`config.mk`:
```
export PLATFORM = sky130hd
export DESIGN_NAME = command_frame_receiver_top_flat
export DESIGN_NICKNAME = d
export VERILOG_FILES = /design/src/hw/rtl/cfr_pkg.sv /design/src/hw/rtl/cfr_if.sv /design/src/hw/rtl/cfr_parser.sv /design/src/hw/rtl/cfr_result.sv /design/src/hw/rtl/command_frame_receiver_top.sv /design/src/flat_wrapper.sv
export SDC_FILE = /design/constraint.sdc
export NUM_CORES = 1
export LEC_CHECK = 0
export BUFFER_PORTS_ARGS = -buffer_cell sky130_fd_sc_hd__buf_4
export CAP_MARGIN = 10
export CORE_MARGIN = 3
export CORE_UTILIZATION = 50
export CTS_CLUSTER_DIAMETER = 60
export DETAILED_ROUTE_END_ITERATION = 16
export PLACE_DENSITY_LB_ADDON = 0.12
export RECOVER_POWER = 100
export SETUP_SLACK_MARGIN = 0.1
export SLEW_MARGIN = 20
export SYNTH_ARGS = -nofsm -noshare
export SYNTH_HDL_FRONTEND = slang
export SYNTH_HIERARCHICAL = 1
export SYNTH_SLANG_ARGS = --single-unit
```
`constraint.sdc`:
```
create_clock -name clk_i -period 3.7 [get_ports clk_i]
set_clock_uncertainty 0.05 [all_clocks]
set_input_delay 0.74 -clock clk_i [delete_from_list [all_inputs] [get_ports clk_i]]
set_output_delay 0.74 -clock clk_i [all_outputs]
set_load 0.02 [all_outputs]
```
`src/hw/rtl/cfr_pkg.sv`:
```
// Package for the command frame receiver: frame geometry, configuration and
// frame summary types, and the velocity clamp function.
// No dependencies.
`timescale 1ns / 1ps

package cfr_pkg;

  localparam int FRAME_BYTES = 11;
  localparam int IDX_W       = $clog2(FRAME_BYTES);
  localparam int CNT_W       = 5;

  localparam logic [CNT_W-1:0] LAST_IDX = CNT_W'(FRAME_BYTES - 1);
  localparam logic [CNT_W-1:0] CSUM_IDX = CNT_W'(FRAME_BYTES - 2);

  localparam logic signed [15:0] LIM_XY   = 16'sd1000;
  localparam logic signed [15:0] LIM_TURN = 16'sd2000;

  localparam logic [7:0] HEADER_RST = 8'd123;
  localparam logic [7:0] TAIL_RST   = 8'd125;
  localparam logic [7:0] MOTION_RST = 8'd0;

  typedef enum logic [1:0] {
    REG_HEADER = 2'd0,
    REG_TAIL   = 2'd1,
    REG_MOTION = 2'd2
  } cfg_reg_e;

  typedef struct packed {
    logic [7:0] header_code;
    logic [7:0] tail_code;
    logic [7:0] motion_mode_code;
  } cfr_cfg_t;

  // Summary of a frame that has passed its tail and checksum checks.
  typedef struct packed {
    logic              motion;
    logic [7:0]        mode;
    logic signed [15:0] word_x;
    logic signed [15:0] word_y;
    logic signed [15:0] word_turn;
  } cfr_frame_t;

  function automatic logic signed [11:0] clamp_word(input logic signed [15:0] w,
                                                    input logic signed [15:0] lim);
    logic signed [15:0] r;
    r = w;
    if (w < -lim) r = -lim;
    if (w > lim) r = lim;
    return r[11:0];
  endfunction

endpackage

```
`src/hw/rtl/cfr_if.sv`:
```
// Stream interfaces for the command frame receiver: received bytes in and
// decoded frame results out. Depends on nothing but the port widths.
`timescale 1ns / 1ps

interface cfr_in_if;
  logic       valid;
  logic       ready;
  logic [7:0] rx_byte;

  modport source (output valid, output rx_byte, input ready);
  modport sink   (input valid, input rx_byte, output ready);
endinterface

interface cfr_out_if;
  logic               valid;
  logic               ready;
  logic [7:0]         frame_mode;
  logic               motion_updated;
  logic signed [10:0] vel_x;
  logic signed [10:0] vel_y;
  logic signed [11:0] vel_turn;

  modport source (output valid, output frame_mode, output motion_updated,
                  output vel_x, output vel_y, output vel_turn, input ready);
  modport sink   (input valid, input frame_mode, input motion_updated,
                  input vel_x, input vel_y, input vel_turn, output ready);
endinterface

```
`src/hw/rtl/cfr_parser.sv`:
```
// Byte input register and frame parser: header search, byte counter,
// running XOR, frame buffer and the tail and checksum test.
// Depends on cfr_pkg and cfr_in_if.
`timescale 1ns / 1ps

module cfr_parser (
  input  logic                clk_i,
  input  logic                rst_ni,
  input  cfr_pkg::cfr_cfg_t   cfg_i,
  cfr_in_if.sink              rx_i,
  output logic                frame_valid_o,
  output cfr_pkg::cfr_frame_t frame_o,
  input  logic                frame_ready_i
);
  import cfr_pkg::*;

  logic             in_valid_q;
  logic [7:0]       in_byte_q;
  logic             in_frame_q;
  logic [CNT_W-1:0] idx_q;
  logic [7:0]       xor_q;
  logic [7:0]       store_q [FRAME_BYTES];

  logic last_byte;
  logic good;
  logic advance;

  assign last_byte = in_frame_q && (idx_q == LAST_IDX);
  assign good      = last_byte && (in_byte_q == cfg_i.tail_code) &&
                     (store_q[FRAME_BYTES-2] == xor_q);

  assign frame_valid_o = in_valid_q && good;
  // A byte that completes a good frame waits until the result slot is free.
  assign advance       = in_valid_q && (!good || frame_ready_i);
  assign rx_i.ready    = !in_valid_q || advance;

  assign frame_o.motion    = (store_q[1] == cfg_i.motion_mode_code);
  assign frame_o.mode      = store_q[1];
  assign frame_o.word_x    = {store_q[3], store_q[4]};
  assign frame_o.word_y    = {store_q[5], store_q[6]};
  assign frame_o.word_turn = {store_q[7], store_q[8]};

  always_ff @(posedge clk_i or negedge rst_ni) begin
    if (!rst_ni) begin
      in_valid_q <= 1'b0;
    end else if (rx_i.ready) begin
      in_valid_q <= rx_i.valid;
    end
  end

  always_ff @(posedge clk_i) begin
    if (rx_i.ready && rx_i.valid) begin
      in_byte_q <= rx_i.rx_byte;
    end
  end

  always_ff @(posedge clk_i or negedge rst_ni) begin
    if (!rst_ni) begin
      in_frame_q <= 1'b0;
      idx_q      <= '0;
      xor_q      <= '0;
    end else if (advance) begin
      if (!in_frame_q) begin
        if (in_byte_q == cfg_i.header_code) begin
          in_frame_q <= 1'b1;
          idx_q      <= CNT_W'(1);
          xor_q      <= in_byte_q;
        end
      end else begin
        if (idx_q < CSUM_IDX) begin
          xor_q <= xor_q ^ in_byte_q;
        end
        if (last_byte) begin
          in_frame_q <= 1'b0;
          idx_q      <= '0;
        end else begin
          idx_q <= idx_q + CNT_W'(1);
        end
      end
    end
  end

  always_ff @(posedge clk_i) begin
    if (advance && in_frame_q) begin
      store_q[idx_q[IDX_W-1:0]] <= in_byte_q;
    end
  end

endmodule

```
`src/hw/rtl/cfr_result.sv`:
```
// Velocity clamp, held velocities and the result register.
// Depends on cfr_pkg and cfr_out_if.
`timescale 1ns / 1ps

module cfr_result (
  input  logic                clk_i,
  input  logic                rst_ni,
  input  logic                frame_valid_i,
  input  cfr_pkg::cfr_frame_t frame_i,
  output logic                frame_ready_o,
  cfr_out_if.source           res_o
);
  import cfr_pkg::*;

  logic               out_valid_q;
  logic [7:0]         mode_q;
  logic               motion_q;
  logic signed [10:0] vel_x_q;
  logic signed [10:0] vel_y_q;
  logic signed [11:0] vel_turn_q;
  logic signed [10:0] held_x_q;
  logic signed [10:0] held_y_q;
  logic signed [11:0] held_turn_q;

  logic signed [11:0] cx, cy, ct;
  logic signed [10:0] vel_x_d, vel_y_d;
  logic signed [11:0] vel_turn_d;
  logic               load;

  assign cx = clamp_word(frame_i.word_x, LIM_XY);
  assign cy = clamp_word(frame_i.word_y, LIM_XY);
  assign ct = clamp_word(frame_i.word_turn, LIM_TURN);

  assign vel_x_d    = frame_i.motion ? cx[10:0] : held_x_q;
  assign vel_y_d    = frame_i.motion ? cy[10:0] : held_y_q;
  assign vel_turn_d = frame_i.motion ? ct : held_turn_q;

  assign frame_ready_o = !out_valid_q || res_o.ready;
  assign load          = frame_valid_i && frame_ready_o;

  always_ff @(posedge clk_i or negedge rst_ni) begin
    if (!rst_ni) begin
      out_valid_q <= 1'b0;
      held_x_q    <= '0;
      held_y_q    <= '0;
      held_turn_q <= '0;
    end else begin
      if (frame_ready_o) begin
        out_valid_q <= frame_valid_i;
      end
      if (load) begin
        held_x_q    <= vel_x_d;
        held_y_q    <= vel_y_d;
        held_turn_q <= vel_turn_d;
      end
    end
  end

  always_ff @(posedge clk_i) begin
    if (load) begin
      mode_q     <= frame_i.mode;
      motion_q   <= frame_i.motion;
      vel_x_q    <= vel_x_d;
      vel_y_q    <= vel_y_d;
      vel_turn_q <= vel_turn_d;
    end
  end

  assign res_o.valid          = out_valid_q;
  assign res_o.frame_mode     = mode_q;
  assign res_o.motion_updated = motion_q;
  assign res_o.vel_x          = vel_x_q;
  assign res_o.vel_y          = vel_y_q;
  assign res_o.vel_turn       = vel_turn_q;

endmodule

```
`src/hw/rtl/command_frame_receiver_top.sv`:
```
// Top level of the command frame receiver: configuration registers, the
// parser and the result stage. Depends on cfr_pkg, cfr_if, cfr_parser, cfr_result.
//
//   Channel  Dir  Payload                                          Handshake
//   rx_i     in   rx_byte[7:0]                                     valid/ready
//   res_o    out  frame_mode, motion_updated, vel_x, vel_y, vel_turn valid/ready
//   cfg      in   cfg_idx_i[1:0], cfg_data_i[7:0]                  cfg_we_i
//
// One byte is accepted per cycle while no good frame waits on a stalled result; the last
// frame byte reaches its result through the input register, then the result register.
// Reset is asynchronous and active low; it clears the parser state, the held
// velocities and the configuration to its defaults.
// A stalled result only blocks input when a byte that completes a good frame
// is waiting; other bytes keep flowing into the parser.
`timescale 1ns / 1ps

module command_frame_receiver_top (
  input  logic       clk_i,
  input  logic       rst_ni,
  input  logic       cfg_we_i,
  input  logic [1:0] cfg_idx_i,
  input  logic [7:0] cfg_data_i,
  cfr_in_if.sink     rx_i,
  cfr_out_if.source  res_o
);
  import cfr_pkg::*;

  cfr_cfg_t   cfg_q;
  cfr_frame_t frame;
  logic       frame_valid;
  logic       frame_ready;

  always_ff @(posedge clk_i or negedge rst_ni) begin
    if (!rst_ni) begin
      cfg_q.header_code      <= HEADER_RST;
      cfg_q.tail_code        <= TAIL_RST;
      cfg_q.motion_mode_code <= MOTION_RST;
    end else if (cfg_we_i) begin
      case (cfg_reg_e'(cfg_idx_i))
        REG_HEADER: cfg_q.header_code      <= cfg_data_i;
        REG_TAIL:   cfg_q.tail_code        <= cfg_data_i;
        REG_MOTION: cfg_q.motion_mode_code <= cfg_data_i;
        default: ;
      endcase
    end
  end

  cfr_parser u_parser (
    .clk_i         (clk_i),
    .rst_ni        (rst_ni),
    .cfg_i         (cfg_q),
    .rx_i          (rx_i),
    .frame_valid_o (frame_valid),
    .frame_o       (frame),
    .frame_ready_i (frame_ready)
  );

  cfr_result u_result (
    .clk_i         (clk_i),
    .rst_ni        (rst_ni),
    .frame_valid_i (frame_valid),
    .frame_i       (frame),
    .frame_ready_o (frame_ready),
    .res_o         (res_o)
  );

  a_frame_lands: assert property (@(posedge clk_i) disable iff (!rst_ni)
    frame_valid && frame_ready |=> res_o.valid)
    else $error("accepted frame did not reach the result register");

  a_stall_blocks: assert property (@(posedge clk_i) disable iff (!rst_ni)
    frame_valid && !frame_ready |-> !rx_i.ready)
    else $error("input accepted while a good frame waits");

  a_xy_range: assert property (@(posedge clk_i) disable iff (!rst_ni)
    res_o.valid |-> ($signed(res_o.vel_x) >= -11'sd1000) &&
                    ($signed(res_o.vel_x) <= 11'sd1000) &&
                    ($signed(res_o.vel_y) >= -11'sd1000) &&
                    ($signed(res_o.vel_y) <= 11'sd1000))
    else $error("planar velocity out of range");

  a_turn_range: assert property (@(posedge clk_i) disable iff (!rst_ni)
    res_o.valid |-> ($signed(res_o.vel_turn) >= -12'sd2000) &&
                    ($signed(res_o.vel_turn) <= 12'sd2000))
    else $error("rotation rate out of range");

endmodule

```
`src/flat_wrapper.sv`:
```
// flat-port wrapper written by rule: the top's interface ports become plain ports
module command_frame_receiver_top_flat import cfr_pkg::*;
  (clk_i, rst_ni, cfg_we_i, cfg_idx_i, cfg_data_i, rx_i_valid, rx_i_rx_byte, rx_i_ready, res_o_valid, res_o_frame_mode, res_o_motion_updated, res_o_vel_x, res_o_vel_y, res_o_vel_turn, res_o_ready);
  cfr_in_if rx_i_i ();
  cfr_out_if res_o_i ();
  input  logic clk_i;
  input  logic rst_ni;
  input  logic cfg_we_i;
  input  logic [1:0] cfg_idx_i;
  input  logic [7:0] cfg_data_i;
  input wire logic [$bits(rx_i_i.valid)-1:0] rx_i_valid;
  input wire logic [$bits(rx_i_i.rx_byte)-1:0] rx_i_rx_byte;
  output wire logic [$bits(rx_i_i.ready)-1:0] rx_i_ready;
  output wire logic [$bits(res_o_i.valid)-1:0] res_o_valid;
  output wire logic [$bits(res_o_i.frame_mode)-1:0] res_o_frame_mode;
  output wire logic [$bits(res_o_i.motion_updated)-1:0] res_o_motion_updated;
  output wire logic [$bits(res_o_i.vel_x)-1:0] res_o_vel_x;
  output wire logic [$bits(res_o_i.vel_y)-1:0] res_o_vel_y;
  output wire logic [$bits(res_o_i.vel_turn)-1:0] res_o_vel_turn;
  input wire logic [$bits(res_o_i.ready)-1:0] res_o_ready;
  assign rx_i_i.valid = rx_i_valid;
  assign rx_i_i.rx_byte = rx_i_rx_byte;
  assign rx_i_ready = rx_i_i.ready;
  assign res_o_valid = res_o_i.valid;
  assign res_o_frame_mode = res_o_i.frame_mode;
  assign res_o_motion_updated = res_o_i.motion_updated;
  assign res_o_vel_x = res_o_i.vel_x;
  assign res_o_vel_y = res_o_i.vel_y;
  assign res_o_vel_turn = res_o_i.vel_turn;
  assign res_o_i.ready = res_o_ready;
  command_frame_receiver_top u_core (.clk_i(clk_i), .rst_ni(rst_ni), .cfg_we_i(cfg_we_i), .cfg_idx_i(cfg_idx_i), .cfg_data_i(cfg_data_i), .rx_i(rx_i_i), .res_o(res_o_i));
endmodule
```
==> impl_summary.md <==
Status
The flow ran to the end, but the final reports show violations. The final reports fail on max-capacitance violations, max-slew violations.

Power and ir drop
IR analysis of the VDD net gives a maximum drop of 335 uV. In this run the static leakage power is around 3.3 nW. Power spread over the standard cell area amounts to ~550 nW/um^2. The part of the total power dissipated in sequential elements is 51.1%. Net switching is a little under a quarter of the power. The net switching power is 1.10 mW. After layout, the design draws a total of roughly 4.9 mW.

The clock network power share is between 40 and 50%. The cell-internal power is around 3.8 mW. The share of total power dissipated in combinational logic is 8.8%.

Global routing
The global route total overflow is 0. Across every metal layer, demand over resource in global routing totals between 10% and 20%. The initial antenna violation count is 0. The largest net degree at the start of global routing is 75. The via count of the first global-routing pass is between 4000 and 5000. The global-route wire length before repair is between 20000 and 30000 um.

Detailed routing
In the routed layout, each cell is associated on average with a via count of roughly 5.7. Once detail routing completed, the nets flagged for antenna violations numbered 0. For this block, the routed nets add up to about 16000 um of wire. In this run, the number of DRC markers left after iteration 0 of detailed routing was roughly 410. The first TritonRoute pass finished after 5 iterations. The routed layout has between 4000 and 5000 vias.

In the routed design, unresolved DRC markers number 0. Dividing the detail-routed wire length by the instance count gives 18.8 um.

Place
The final weighted congestion in routability-driven placement is just over 0.8. Summing all placed instances gives a cell area of between 8000 and 9000 um^2. The quantity of I/O buffers inserted on ports is between 60 and 70. The half-perimeter wire length after placement is between 10000 and 15000 um.

Layout
Leaving out fill and tap cells, the most frequent cell in the layout is sky130_fd_sc_hd__edfxtp_1. The antenna diode count is 0. The finished cells cover between 8000 and 9000 um^2. The post-layout net count is between 600 and 700.

The share of final-layout standard cells stronger than drive strength 1 is 15.6%. Counting the fill cells in the layout gives between 1000 and 1500. Cells fill 59.9% of the core in the end.

The library cells used most frequently in the layout, excluding fill and tap cells, are sky130_fd_sc_hd__edfxtp_1 (115), sky130_fd_sc_hd__clkbuf_1 (65), sky130_fd_sc_hd__dfrtp_1 (62), sky130_fd_sc_hd__a21oi_1 (37), sky130_fd_sc_hd__nor2_1 (35). The area growth from synthesis to layout is 14.9%.

Yosys
The count of different cell masters after synthesis is 60. The number of storage elements in the synthesis netlist is ~190. The async set-reset flop share out of synthesis is 39.2%.

The number of warnings issued by yosys is 6. In the synthesized netlist, mux cells make up around 4.0% of the area. The synthesized netlist net count is about 580.

In the synthesized netlist, the number of instances is around 550. The share of the yosys chip area belonging to registers is 68.9%. Yosys mapped a number of flops with a built-in enable equal to 115. The mapped netlist covers ~7700 um^2. The synthesized-area fraction occupied by adder cells is less than 1%. The basic-gate share of the synthesized area counting and, or, nand and nor cells is between 10% and 20%. The synthesized area per cell is approximately 14 um^2.

The area share of xor/xnor cells in the synthesized design is around 3.6%. The fraction of the mapped netlist area in compound gates is a little over a tenth. In the synthesized netlist the dominant register cell turns out to be sky130_fd_sc_hd__edfxtp_1. The main combinational cell family by area after synthesis is compound AO/OA/AOI/OAI gates.

Timing
The final-report hold violation count is 0. Setup repair after global routing left no endpoint under its margin. The count of endpoints failing setup in the final report is 0. Subtracting the final worst setup slack from the clock period gives approximately 3.3 ns. On the final layout, the worst hold slack is ~0.43 ns. The final critical path takes up 88.2% of the cycle. The worst pin sits at a relative slew slack of -26.3%. For the pin with the worst max-slew slack, the measured transition is about 1.9 ns. The maximum achievable frequency is between 300 and 400 MHz. The number of pins exceeding their max-slew limit in the final report was 75. The accumulated negative setup slack is 0 ns.

Setup path
The number of cells on the worst reg-to-reg path is 8. The startpoint kind of the worst setup timing path is a flop. The endpoint class of the critical path is a flop. In this run the worst path has a maximum fanout of 9.

For the worst setup path, the data arrival time is roughly 3.4 ns. The critical path in this run is classified as flop to flop. At the worst endpoint, the required time is between 3 and 4 ns.

Floorplanning
The total number of placement rows is 44. The die covers about 17000 um^2. The die width is between 100 and 150 um. The number of top-level pins is a little under 70. The initial core utilization is a little over half. The overall die height is around 130 um. The area of the core is 14800 um^2.

Clocking
Clock tree synthesis selected as its root buffer the cell sky130_fd_sc_hd__clkbuf_16. TritonCTS built the clock tree. The maximum clock insertion buffer count is 2. The number of H-tree levels is 4. The number of sinks driven by the clock tree is between 150 and 200. Clock-pin slew was measured on the worst setup and hold paths at around 0.060 ns. Clock latency on the worst-skew pair, taken at its later pin, is approximately 0.43 ns. The number of buffers created by CTS is 17. The hold buffer count at cts is 0.

Min path
The kind of path behind the tightest hold check is flop to flop. The number of cells traversed by the worst hold path is 2.

Run
Max-cap violations in this run came to 1.
## worst max-delay path, cell delays in order, from the launching register on
cell and delay, ns:
sky130_fd_sc_hd__dfrtp_1 0.40, sky130_fd_sc_hd__xnor2_1 0.17, sky130_fd_sc_hd__nand4_1 0.13, sky130_fd_sc_hd__nor2_1 0.23, sky130_fd_sc_hd__clkinv_1 0.35, sky130_fd_sc_hd__or3_1 0.52, sky130_fd_sc_hd__o21ai_0 0.72, sky130_fd_sc_hd__and2_0 0.34
sky130_fd_sc_hd__a21oi_1 0.10
## state kept, by name (all words and copies together), names as in the netlist, 8 cells and up
signal                            flops
u_core/u_parser/store_q              64
u_core/u_result/held_turn_q          12
u_core/u_parser/in_byte_q             8
u_core/u_result/res_o.vel_x          11
u_core/u_result/held_x_q             11
u_core/u_result/res_o.vel_turn       12
u_core/cfg_q                         24
u_core/u_result/held_y_q             11
u_core/u_result/res_o.frame_mode      8
u_core/u_result/res_o.vel_y          11
u_core/u_parser/xor_q                 8
## Yosys cell counts (5+ instances only)
library cell	number	area share (%)
sky130_fd_sc_hd__edfxtp_1	115	45
sky130_fd_sc_hd__clkbuf_1	11	0.53
sky130_fd_sc_hd__and3_1	6	0.49
sky130_fd_sc_hd__o22ai_1	11	0.89
sky130_fd_sc_hd__a22o_1	12	1.4
sky130_fd_sc_hd__nor3_1	5	0.32
sky130_fd_sc_hd__dfstp_2	12	4.1
sky130_fd_sc_hd__inv_1	17	0.83
sky130_fd_sc_hd__xnor2_1	24	2.7
sky130_fd_sc_hd__nand4_1	11	0.89
sky130_fd_sc_hd__xor2_1	8	0.91
sky130_fd_sc_hd__nand2_1	33	1.6
sky130_fd_sc_hd__nand3_1	13	0.84
sky130_fd_sc_hd__o22a_1	11	1.2
sky130_fd_sc_hd__and2_1	8	0.65
sky130_fd_sc_hd__dfrtp_1	62	20
sky130_fd_sc_hd__o21ai_0	21	1.4
sky130_fd_sc_hd__mux2_2	26	3.8
sky130_fd_sc_hd__a21oi_2	6	0.68
sky130_fd_sc_hd__a21oi_1	36	2.3
sky130_fd_sc_hd__nor2_1	35	1.7
## logic make-up (layout without fill, tap and decap cells)
kind of cell / Yosys count / after routing
AO/OA/AOI/OAI: 121 / 121
XOR/XNOR: 32 / 32
adder cells (fa/ha/maj): 4 / 4
buffers and inverters: 32 / 137
flip-flops: 189 / 189
multiplexers: 27 / 27
AND/OR/NAND/NOR: 144 / 144
## through the flow
| step | cells | setup WS, ns |
|---|---|---|
| detailed placement | 805 | 0.816 |
| finish | 838 | 0.436 |
| floorplan | 549 | 0.812 |
| CTS | 837 | 0.336 |
| global route | 838 | 0.189 |
| global placement | 805 | 0.849 |
## final timing paths
path	from	end	slack, ns
worst max-delay path	u_core/cfg_q[1]	u_core/u_result/res_o.vel_x[3]	0.44
worst min-delay path	u_core/u_result/held_y_q[10]	u_core/u_result/held_y_q[10]	0.43
worst max register to register	u_core/cfg_q[1]	u_core/u_result/res_o.vel_x[3]	0.44
worst min register to register	u_core/u_result/held_y_q[10]	u_core/u_result/held_y_q[10]	0.43
max in group asynchronous	rst_ni	u_core/u_result/held_turn_q[3]	1.68
min in group asynchronous	rst_ni	u_core/u_parser/xor_q[7]	0.76
## per-layer routing
metal  vias to the layer above  global-route usage, %  part of all wire (%)
li1                       2242                      -                     -
met1                      2372                   26.0                    43
met2                       142                   33.3                    50
met3                        26                   4.26                   5.0
met4                         0                   7.09                   1.8
met5                         -                      0                     0
## power by group through the flow
stage	Combinational (mW)	Sequential [mW]	Clock, mW
6_report	0.430	2.50	1.96
5_1_grt	0.479	2.52	2.08
4_1_cts	0.452	2.51	1.99
3_5_place_dp	0.446	2.55	0
3_3_place_gp	0.432	2.54	0
2_1_floorplan	0.325	2.51	0
## area by class of cell
type | count | area, um^2 | share of cell area (%)
timing repair buffer | 86 | 402 | 4.53
clock inverter | 12 | 193 | 2.17
clock buffer | 20 | 447 | 5.04
inverter | 19 | 71.3 | 0.804
multi-input combinational | 328 | 2210 | 24.9
tap | 184 | 230 | 2.60
sequential | 189 | 5320 | 60.0
## timing repair
action	4_1_cts	5_1_grt
endpoints found under the hold margin	0	0
setup buffers	0	1
endpoints found under the setup margin	0	1
gates resized for setup	0	0
(Power assumes the default switching activity.)
